[config.mk]
export PLATFORM = sky130hd
export DESIGN_NAME = redundant_gmt_met_time_counter
export DESIGN_NICKNAME = d
export VERILOG_FILES = /design/src/hw/rtl/rgmtc_pkg.sv /design/src/hw/rtl/rgmtc_breakdown.sv /design/src/hw/rtl/redundant_gmt_met_time_counter.sv
export SDC_FILE = /design/constraint.sdc
export NUM_CORES = 2
export LEC_CHECK = 0
export ABC_AREA = 1
export BUFFER_PORTS_ARGS = -buffer_cell sky130_fd_sc_hd__buf_4
export CAP_MARGIN = 20
export CORE_MARGIN = 3
export CORE_UTILIZATION = 60
export DETAILED_ROUTE_END_ITERATION = 10
export PLACE_DENSITY_LB_ADDON = 0.1
export SYNTH_ARGS = -nofsm -noshare
export SYNTH_HDL_FRONTEND = slang
export SYNTH_SLANG_ARGS = --single-unit
export TNS_END_PERCENT = 10
[constraint.sdc]
create_clock -name clk_i -period 13.9 [get_ports clk_i]
set_input_delay 2.085 -clock clk_i [delete_from_list [all_inputs] [get_ports clk_i]]
set_output_delay 2.085 -clock clk_i [all_outputs]
set_load 0.02 [all_outputs]
[src/hw/rtl/rgmtc_pkg.sv]
`timescale 1ns / 1ps
// ----------------------------------------------------------------------------
// rgmtc_pkg: shared types and constants of the redundant GMT/MET time counter
// Holds the command codes, the 400-day cycle length, the item and result
// records passed between the accumulator front end and the breakdown pipe.
// ----------------------------------------------------------------------------
package rgmtc_pkg;

  localparam int unsigned NUM_ACCU_DEFAULT = 3;
  localparam int unsigned TIME_W           = 36;

  // 400 days in milliseconds
  localparam logic [TIME_W-1:0] CYCLE_MS = 36'd34560000000;

  typedef enum logic [1:0] {
    FUNC_TICK      = 2'd0,
    FUNC_START_MET = 2'd1,
    FUNC_RESET_MET = 2'd2,
    FUNC_LOAD_GMT  = 2'd3
  } func_e;

  typedef struct packed {
    logic [TIME_W-1:0] time_ms;
    logic              met_active;
  } item_t;

  typedef struct packed {
    logic [8:0] days;
    logic [4:0] hours;
    logic [5:0] minutes;
    logic [5:0] seconds;
    logic [9:0] millis;
    logic       met_active;
  } result_t;

  // Subtract one 400-day cycle when the value is beyond it.
  function automatic logic [TIME_W-1:0] wrap_once(logic [TIME_W:0] v);
    logic [TIME_W:0] r;
    r = v;
    if (v > {1'b0, CYCLE_MS}) begin
      r = v - {1'b0, CYCLE_MS};
    end
    return r[TIME_W-1:0];
  endfunction

endpackage

[src/hw/rtl/rgmtc_breakdown.sv]
`timescale 1ns / 1ps
// ----------------------------------------------------------------------------
// rgmtc_breakdown: millisecond count to days/hours/minutes/seconds/millis
// Five-register pipeline with per-stage valid bits. Each constant division
// is a reciprocal multiply that is exact over the operand range, followed
// one stage later by the remainder.
// ----------------------------------------------------------------------------
module rgmtc_breakdown (
  input  logic                clk_i,
  input  logic                rst_ni,
  input  logic                in_valid_i,
  output logic                in_ready_o,
  input  rgmtc_pkg::item_t    in_item_i,
  output logic                out_valid_o,
  input  logic                out_ready_i,
  output rgmtc_pkg::result_t  out_result_o
);

  localparam int unsigned NUM_STG = 5;

  // day = 2^10 * 84375 ms, hour = 2^7 * 28125, minute = 2^5 * 1875, second = 2^3 * 125
  localparam logic [63:0] DAY_DIV   = 64'd84375;
  localparam logic [63:0] HOUR_DIV  = 64'd28125;
  localparam logic [63:0] MIN_DIV   = 64'd1875;
  localparam logic [63:0] SEC_DIV   = 64'd125;
  localparam int unsigned DAY_SHIFT  = 43;
  localparam int unsigned HOUR_SHIFT = 35;
  localparam int unsigned MIN_SHIFT  = 33;
  localparam int unsigned SEC_SHIFT  = 31;
  localparam logic [63:0] DAY_MAGIC64  = ((64'd1 << DAY_SHIFT) + DAY_DIV - 64'd1) / DAY_DIV;
  localparam logic [63:0] HOUR_MAGIC64 = ((64'd1 << HOUR_SHIFT) + HOUR_DIV - 64'd1) / HOUR_DIV;
  localparam logic [63:0] MIN_MAGIC64  = ((64'd1 << MIN_SHIFT) + MIN_DIV - 64'd1) / MIN_DIV;
  localparam logic [63:0] SEC_MAGIC64  = ((64'd1 << SEC_SHIFT) + SEC_DIV - 64'd1) / SEC_DIV;
  localparam logic [26:0] DAY_MAGIC  = DAY_MAGIC64[26:0];
  localparam logic [20:0] HOUR_MAGIC = HOUR_MAGIC64[20:0];
  localparam logic [22:0] MIN_MAGIC  = MIN_MAGIC64[22:0];
  localparam logic [24:0] SEC_MAGIC  = SEC_MAGIC64[24:0];
  localparam logic [9:0]  DAYS_WRAP  = 10'd400;

  logic [NUM_STG-1:0] stg_valid_q;
  logic [NUM_STG-1:0] stg_ready;

  // stage 0: captured time
  logic [35:0] s0_time_q;
  logic        s0_run_q;
  // stage 1: day quotient
  logic [35:0] s1_time_q;
  logic [9:0]  s1_qday_q;
  logic        s1_run_q;
  // stage 2: days and ms within the day
  logic [8:0]  s2_days_q;
  logic [26:0] s2_msd_q;
  logic        s2_run_q;
  // stage 3: hour, minute-of-day and second-of-day quotients
  logic [8:0]  s3_days_q;
  logic [4:0]  s3_hours_q;
  logic [10:0] s3_mind_q;
  logic [16:0] s3_secd_q;
  logic [26:0] s3_msd_q;
  logic        s3_run_q;
  // stage 4: result register
  rgmtc_pkg::result_t res_q;

  logic [52:0] day_prod;
  logic [26:0] day_rem;
  logic [26:0] msd;
  logic [8:0]  days;
  logic [40:0] hour_prod;
  logic [44:0] min_prod;
  logic [48:0] sec_prod;
  logic [10:0] min_rem;
  logic [16:0] sec_rem;
  logic [26:0] ms_rem;

  // a stage advances when it is empty or its successor advances
  always_comb begin
    stg_ready[NUM_STG-1] = !stg_valid_q[NUM_STG-1] || out_ready_i;
    for (int k = NUM_STG - 2; k >= 0; k--) begin
      stg_ready[k] = !stg_valid_q[k] || stg_ready[k+1];
    end
  end

  assign in_ready_o   = stg_ready[0];
  assign out_valid_o  = stg_valid_q[NUM_STG-1];
  assign out_result_o = res_q;

  always_ff @(posedge clk_i or negedge rst_ni) begin
    if (!rst_ni) begin
      stg_valid_q <= '0;
    end else begin
      if (stg_ready[0]) begin
        stg_valid_q[0] <= in_valid_i;
      end
      for (int k = 1; k < NUM_STG; k++) begin
        if (stg_ready[k]) begin
          stg_valid_q[k] <= stg_valid_q[k-1];
        end
      end
    end
  end

  // stage datapath
  assign day_prod = 53'(s0_time_q[35:10]) * 53'(DAY_MAGIC);

  assign day_rem = 27'(s1_time_q[35:10]) - 27'(s1_qday_q) * 27'(DAY_DIV);
  assign msd     = {day_rem[16:0], s1_time_q[9:0]};
  assign days    = (s1_qday_q >= DAYS_WRAP) ? 9'(s1_qday_q - DAYS_WRAP) : s1_qday_q[8:0];

  assign hour_prod = 41'(s2_msd_q[26:7]) * 41'(HOUR_MAGIC);
  assign min_prod  = 45'(s2_msd_q[26:5]) * 45'(MIN_MAGIC);
  assign sec_prod  = 49'(s2_msd_q[26:3]) * 49'(SEC_MAGIC);

  assign min_rem = s3_mind_q - 11'(s3_hours_q) * 11'd60;
  assign sec_rem = s3_secd_q - 17'(s3_mind_q) * 17'd60;
  assign ms_rem  = s3_msd_q - 27'(s3_secd_q) * 27'd1000;

  always_ff @(posedge clk_i) begin
    if (stg_ready[0]) begin
      s0_time_q <= in_item_i.time_ms;
      s0_run_q  <= in_item_i.met_active;
    end
    if (stg_ready[1]) begin
      s1_time_q <= s0_time_q;
      s1_qday_q <= day_prod[52:43];
      s1_run_q  <= s0_run_q;
    end
    if (stg_ready[2]) begin
      s2_days_q <= days;
      s2_msd_q  <= msd;
      s2_run_q  <= s1_run_q;
    end
    if (stg_ready[3]) begin
      s3_days_q  <= s2_days_q;
      s3_hours_q <= hour_prod[39:35];
      s3_mind_q  <= min_prod[43:33];
      s3_secd_q  <= sec_prod[47:31];
      s3_msd_q   <= s2_msd_q;
      s3_run_q   <= s2_run_q;
    end
    if (stg_ready[4]) begin
      res_q.days       <= s3_days_q;
      res_q.hours      <= s3_hours_q;
      res_q.minutes    <= min_rem[5:0];
      res_q.seconds    <= sec_rem[5:0];
      res_q.millis     <= ms_rem[9:0];
      res_q.met_active <= s3_run_q;
    end
  end

  a_result_in_range: assert property (@(posedge clk_i) disable iff (!rst_ni)
    out_valid_o |-> (res_q.millis < 10'd1000) && (res_q.seconds < 6'd60) &&
                    (res_q.minutes < 6'd60) && (res_q.hours < 5'd24) &&
                    (res_q.days < 9'd400))
    else $error("breakdown result field out of range");

endmodule

[src/hw/rtl/redundant_gmt_met_time_counter.sv]
`timescale 1ns / 1ps
// ----------------------------------------------------------------------------
// redundant_gmt_met_time_counter: redundant GMT and MET millisecond counters
// Keeps redundant GMT and MET accumulators, applies tick, start, reset and
// load commands, and reports the selected copy as days, hours, minutes,
// seconds and milliseconds.
// ----------------------------------------------------------------------------
//
// Channel  Direction  Handshake                  Payload
// -------  ---------  -------------------------  ---------------------------------------
// in       input      in_valid_i / in_ready_o    func_i, elapsed_ms_i, accu_index_i,
//                                                clock_select_i
// out      output     out_valid_o / out_ready_i  days_o, hours_o, minutes_o, seconds_o,
//                                                millis_o, met_active_o
// cfg      input      cfg_valid_i / cfg_ready_o  cfg_data_i (initial GMT, ms)
//
// One item per cycle while the output is not stalled; the result is registered in
// turn at capture, day quotient, day remainder, h/m/s quotients and remainders.
// The accumulators update at the accepting edge, so the next item sees them.
// Reset clears the accumulators, the MET flags, the initial GMT register and
// the pipeline valid bits. A stage holds while its successor holds, and empty
// stages fill, so the input stalls only once all five stages hold items.
// The cfg channel is always ready.
// ----------------------------------------------------------------------------
module redundant_gmt_met_time_counter #(
  parameter int unsigned NUM_ACCUMULATORS = rgmtc_pkg::NUM_ACCU_DEFAULT
) (
  input  logic        clk_i,
  input  logic        rst_ni,
  // item input
  input  logic        in_valid_i,
  output logic        in_ready_o,
  input  logic [1:0]  func_i,
  input  logic [15:0] elapsed_ms_i,
  input  logic [1:0]  accu_index_i,
  input  logic        clock_select_i,
  // result output
  output logic        out_valid_o,
  input  logic        out_ready_i,
  output logic [8:0]  days_o,
  output logic [4:0]  hours_o,
  output logic [5:0]  minutes_o,
  output logic [5:0]  seconds_o,
  output logic [9:0]  millis_o,
  output logic        met_active_o,
  // register write
  input  logic        cfg_valid_i,
  output logic        cfg_ready_o,
  input  logic [35:0] cfg_data_i
);

  localparam int unsigned IDX_W = (NUM_ACCUMULATORS > 1) ? $clog2(NUM_ACCUMULATORS) : 1;
  localparam int unsigned TW    = rgmtc_pkg::TIME_W;

  logic [TW-1:0] gmt_q [NUM_ACCUMULATORS];
  logic [TW-1:0] gmt_d [NUM_ACCUMULATORS];
  logic [TW-1:0] met_q [NUM_ACCUMULATORS];
  logic [TW-1:0] met_d [NUM_ACCUMULATORS];
  logic          met_active_q, met_active_d;
  logic          start_req_q, start_req_d;
  logic [TW-1:0] cfg_q;

  logic               in_fire;
  rgmtc_pkg::func_e   func;
  logic [IDX_W-1:0]   sel_idx;
  rgmtc_pkg::item_t   item;
  rgmtc_pkg::result_t result;

  assign in_fire     = in_valid_i && in_ready_o;
  assign func        = rgmtc_pkg::func_e'(func_i);
  assign cfg_ready_o = 1'b1;

  // Initial GMT register: take every write.
  always_ff @(posedge clk_i or negedge rst_ni) begin
    if (!rst_ni) begin
      cfg_q <= '0;
    end else if (cfg_valid_i) begin
      cfg_q <= cfg_data_i;
    end
  end

  // Next state of the accumulators and the MET flags for the offered item.
  always_comb begin
    gmt_d        = gmt_q;
    met_d        = met_q;
    met_active_d = met_active_q;
    start_req_d  = start_req_q;
    unique case (func)
      rgmtc_pkg::FUNC_TICK: begin
        // advance every GMT copy; advance MET only with the old run flag
        for (int i = 0; i < NUM_ACCUMULATORS; i++) begin
          gmt_d[i] = rgmtc_pkg::wrap_once({1'b0, gmt_q[i]} + (TW + 1)'(elapsed_ms_i));
          if (met_active_q) begin
            met_d[i] = rgmtc_pkg::wrap_once({1'b0, met_q[i]} + (TW + 1)'(elapsed_ms_i));
          end
        end
        // the start request takes effect one tick late
        met_active_d = start_req_q;
      end
      rgmtc_pkg::FUNC_START_MET: begin
        start_req_d = 1'b1;
      end
      rgmtc_pkg::FUNC_RESET_MET: begin
        for (int i = 0; i < NUM_ACCUMULATORS; i++) begin
          met_d[i] = '0;
        end
      end
      rgmtc_pkg::FUNC_LOAD_GMT: begin
        for (int i = 0; i < NUM_ACCUMULATORS; i++) begin
          gmt_d[i] = rgmtc_pkg::wrap_once({1'b0, cfg_q});
        end
      end
      default: begin
      end
    endcase
  end

  // Commit the state only on an accepted item.
  always_ff @(posedge clk_i or negedge rst_ni) begin
    if (!rst_ni) begin
      for (int i = 0; i < NUM_ACCUMULATORS; i++) begin
        gmt_q[i] <= '0;
        met_q[i] <= '0;
      end
      met_active_q <= 1'b0;
      start_req_q  <= 1'b0;
    end else if (in_fire) begin
      gmt_q        <= gmt_d;
      met_q        <= met_d;
      met_active_q <= met_active_d;
      start_req_q  <= start_req_d;
    end
  end

  // Saturate an out-of-range index to the last copy.
  always_comb begin
    if ({1'b0, accu_index_i} >= 3'(NUM_ACCUMULATORS)) begin
      sel_idx = IDX_W'(NUM_ACCUMULATORS - 1);
    end else begin
      sel_idx = accu_index_i[IDX_W-1:0];
    end
  end

  // Report the state after this item has been applied.
  assign item.time_ms    = clock_select_i ? met_d[sel_idx] : gmt_d[sel_idx];
  assign item.met_active = met_active_d;

  rgmtc_breakdown u_breakdown (
    .clk_i        (clk_i),
    .rst_ni       (rst_ni),
    .in_valid_i   (in_valid_i),
    .in_ready_o   (in_ready_o),
    .in_item_i    (item),
    .out_valid_o  (out_valid_o),
    .out_ready_i  (out_ready_i),
    .out_result_o (result)
  );

  assign days_o       = result.days;
  assign hours_o      = result.hours;
  assign minutes_o    = result.minutes;
  assign seconds_o    = result.seconds;
  assign millis_o     = result.millis;
  assign met_active_o = result.met_active;

  a_run_flag_on_tick_only: assert property (@(posedge clk_i) disable iff (!rst_ni)
    !(in_fire && func == rgmtc_pkg::FUNC_TICK) |=> $stable(met_active_q))
    else $error("MET run flag changed outside a tick");

  a_gmt_hold_on_met_cmd: assert property (@(posedge clk_i) disable iff (!rst_ni)
    in_fire && (func == rgmtc_pkg::FUNC_START_MET || func == rgmtc_pkg::FUNC_RESET_MET)
    |=> gmt_q[0] == $past(gmt_q[0]))
    else $error("GMT changed on a MET command");

  a_copies_agree: assert property (@(posedge clk_i) disable iff (!rst_ni)
    (gmt_q[NUM_ACCUMULATORS-1] == gmt_q[0]) && (met_q[NUM_ACCUMULATORS-1] == met_q[0]))
    else $error("redundant accumulators disagree");

  a_gmt_within_cycle: assert property (@(posedge clk_i) disable iff (!rst_ni)
    in_fire |=> gmt_q[0] <= rgmtc_pkg::CYCLE_MS)
    else $error("GMT beyond one 400-day cycle");

endmodule

==> results.toml <==
[floorplan]
ios = 102
die_w_um = 357
initial_utilization = 0.606
core_sq_mm = 0.122
die-area_sq_mm = 0.127
die_h_um = 357
rows = 128

[clock_network]
clk_pin_slew_ns = 0.07
tritoncts = "yes"
ctsRootBufferMaster = "clkbuf_16"
cts.repair.resized = 0
cts_made_buffers = 56
cts_buffer_depth = 3
cts_sinks = 446
h-tree-depth = 2
cts_setup_buffers = 0
cts-hold-fix-buffers = 0
clock_latency_ns = 0.73

[hold_path]
hp-start = "u_breakdown.s3_days_q[5]$_DFFE_PP_"
min_path_cells = 0
hp-class = "flop to flop"
whs_endpoint = "u_breakdown.out_result_o[33]$_DFFE_PP_"

[placed_design]
gp_congestion = 1.07
dp_hpwl_um = 206000
portBuffers = 100

[sta]
maxSlewHeadroom = 0.204
rsz0062_at_grt = "no"
fin_crit_sh = 0.517
period_needed_ns = 7.19
setup_viol = 0
holdWs_ns = 0.418
tightest_slew_ns = 1.19
slew_violations = 0
tns_ns = 0
fmax_mhz = 139
fin_worst_skew_ns = 0.0530
hold_violations = 0

[synth]
syn_area_sq_mm = 0.0739
seq_area_frac_synth = 0.164
synthAdderAreaFrac = 0.357
ys_types = 73
synth-compound-area-share = 0.0716
synth_top_family_by_area = "adder cells"
muxShareOfSynthArea = 0.000152
synthFlopType = "dfrtp_1"
async_flop_share = 0.581
yosys.area_share.xor_xnor = 0.0290
synth_edf_count = 187
netlist_instances = 10100
yosys_warnings = 0
syn-num-nets = 11900
yosys.area_share.simple = 0.267
ys_ff_latch = 446
syn_avg_cell_area_sq_um = 7.29

[finish]
area_growth_pct = 5.75
nets = 11900
mostFrequentLayoutCells = "2910 x nand2_1, 1930 x inv_1, 965 x ha_1"
layout_commonest_cell = "nand2_1"
drive_above_1_share = 0.0462

[detailed_routing]
wl_um = 252000
drtIter0Drc = 7076
ant_nets = 0
num_vias = 68500
wl_per_cell_um = 21.3
drc_errors = 0
viasPerCell = 5.78
dr.pass1.iters = 6

[worst_setup_path]
r2r_start = "u_breakdown.s0_time_q[15]$_DFFE_PN_"
critPathKind = "flop to flop"
crit_fanout = 11
critPathArrivalTime_ns = 7.67
r2r_end = "u_breakdown.s1_qday_q[9]$_DFFE_PP_"
endpoint_kind = "flop"
r2r_slack_ns = 6.71
worstSetupStartpointType = "flop"
cp.required_ns = 14.38
reg2reg_depth = 22

[global_routing]
grt_pass1_wl_um = 388000
track_usage = 0.396
grt_max_degree = 212
grt_pass1_vias = 67000
antenna_found_initial = 3
overflow = 0

[status]
status = "finished, final reports clean"

[flow_run]
cap_violations = 0
==> flip-flops by register name (all words and copies together), names as in the netlist, 10 cells and up <==
| signal | count |
|---|---|
| cfg_q | 36 |
| gmt_q | 108 |
| met_q | 108 |
| u_breakdown.out_result_o | 37 |
| u_breakdown.s0_time_q | 36 |
| u_breakdown.s1_qday_q | 10 |
| u_breakdown.s1_time_q | 27 |
| u_breakdown.s2_msd_q | 27 |
| u_breakdown.s3_msd_q | 10 |
==> cell type report <==
class | instances | area, sq um
Antenna cell | 3 | 7.51
Inverter | 1983 | 7440
Clock buffer | 64 | 1440
Sequential cell | 446 | 12100
Tap cell | 1625 | 2030
Fill cell | 11000 | 43900
Clock inverter | 41 | 463
Timing Repair Buffer | 144 | 1110
Multi-Input combinational cell | 7536 | 53600
==> metrics by stage <==
stage / util / area (sq um) / instances / setup slack, ns
5_1_grt: 0.641 / 78200 / 11800 / 6.47
2_1_floorplan: - / 73900 / 10100 / 5.25
3_5_place_dp: 0.625 / 76300 / 11700 / 6.87
4_1_cts: 0.641 / 78200 / 11800 / 6.83
3_3_place_gp: 0.625 / 76300 / 11700 / 6.89
6_report: 0.641 / 78200 / 11800 / 6.71
==> metal layers <==
metal	global-route usage	routed length (um)
met1	0.525	101000
met4	0.225	17400
met3	0.0643	23700
met2	0.617	110000
met5	0	12
==> worst max-delay path by stage <==
stage / start / end / cells after the start
2_1_floorplan: out_ready_i / in_ready_o / 10
3_3_place_gp: u_breakdown.s0_time_q[15]$_DFFE_PN_ / u_breakdown.s1_qday_q[9]$_DFFE_PP_ / 22
3_5_place_dp: elapsed_ms_i[1] / u_breakdown.s0_time_q[34]$_DFFE_PN_ / 32
4_1_cts: u_breakdown.s0_time_q[15]$_DFFE_PN_ / u_breakdown.s1_qday_q[9]$_DFFE_PP_ / 22
5_1_grt: u_breakdown.s0_time_q[15]$_DFFE_PN_ / u_breakdown.s1_qday_q[9]$_DFFE_PP_ / 22
6_report: u_breakdown.s0_time_q[15]$_DFFE_PN_ / u_breakdown.s1_qday_q[9]$_DFFE_PP_ / 22
==> synth_stat cells (32+ instances only) <==
library cell  instances  share of area
nor2_2               44         0.0037
ha_1                966           0.16
xor2_1              166          0.020
inv_2                35         0.0018
xnor2_1              75         0.0089
edfxtp_1            187          0.076
nand4_1             135          0.011
nand3_1             698          0.047
nand2_1            2910           0.15
nor2_1              562          0.029
a21oi_1             344          0.023
inv_1              1937          0.098
dfrtp_1             259          0.088
clkbuf_1            114         0.0058
nand2_2              65         0.0055
o22ai_1              32         0.0027
fa_1                713           0.19
nor3_1               87         0.0059
o21ai_0             446          0.030
==> kinds of logic (layout without fill, tap and decap cells) <==
| logic type | after synthesis | after routing |
|---|---|---|
| AOI/OAI and AO/OA | 972 | 972 |
| and+or+nand+nor | 4640 | 4640 |
| muxes | 1 | 1 |
| adders and majority gates | 1679 | 1679 |
| DFF | 446 | 446 |
| buffers and inverters | 2164 | 2232 |
| xor gates and xnor gates | 243 | 243 |
| other | 1 | 4 |
==> critical path, stage by stage, from the launching register on <==
cell      delay, ns
edfxtp_1       0.95
ha_1           0.43
xor2_1         0.16
ha_1           0.27
inv_1          0.05
fa_1           0.53
inv_1          0.06
fa_1           0.51
fa_1           0.53
fa_1           0.60
inv_1          0.07
fa_1           0.53
inv_1          0.04
ha_1           0.32
nand2_1        0.13
o21ai_0        0.11
a211oi_1       0.21
nor2_1         0.07
a211oi_1       0.35
o211ai_1       0.29
a21o_1         0.25
a21oi_1        0.15
xor2_1         0.30
Power is not shown: default switching activity piles up to over one toggle a cycle in this logic, so the estimate is an artifact.
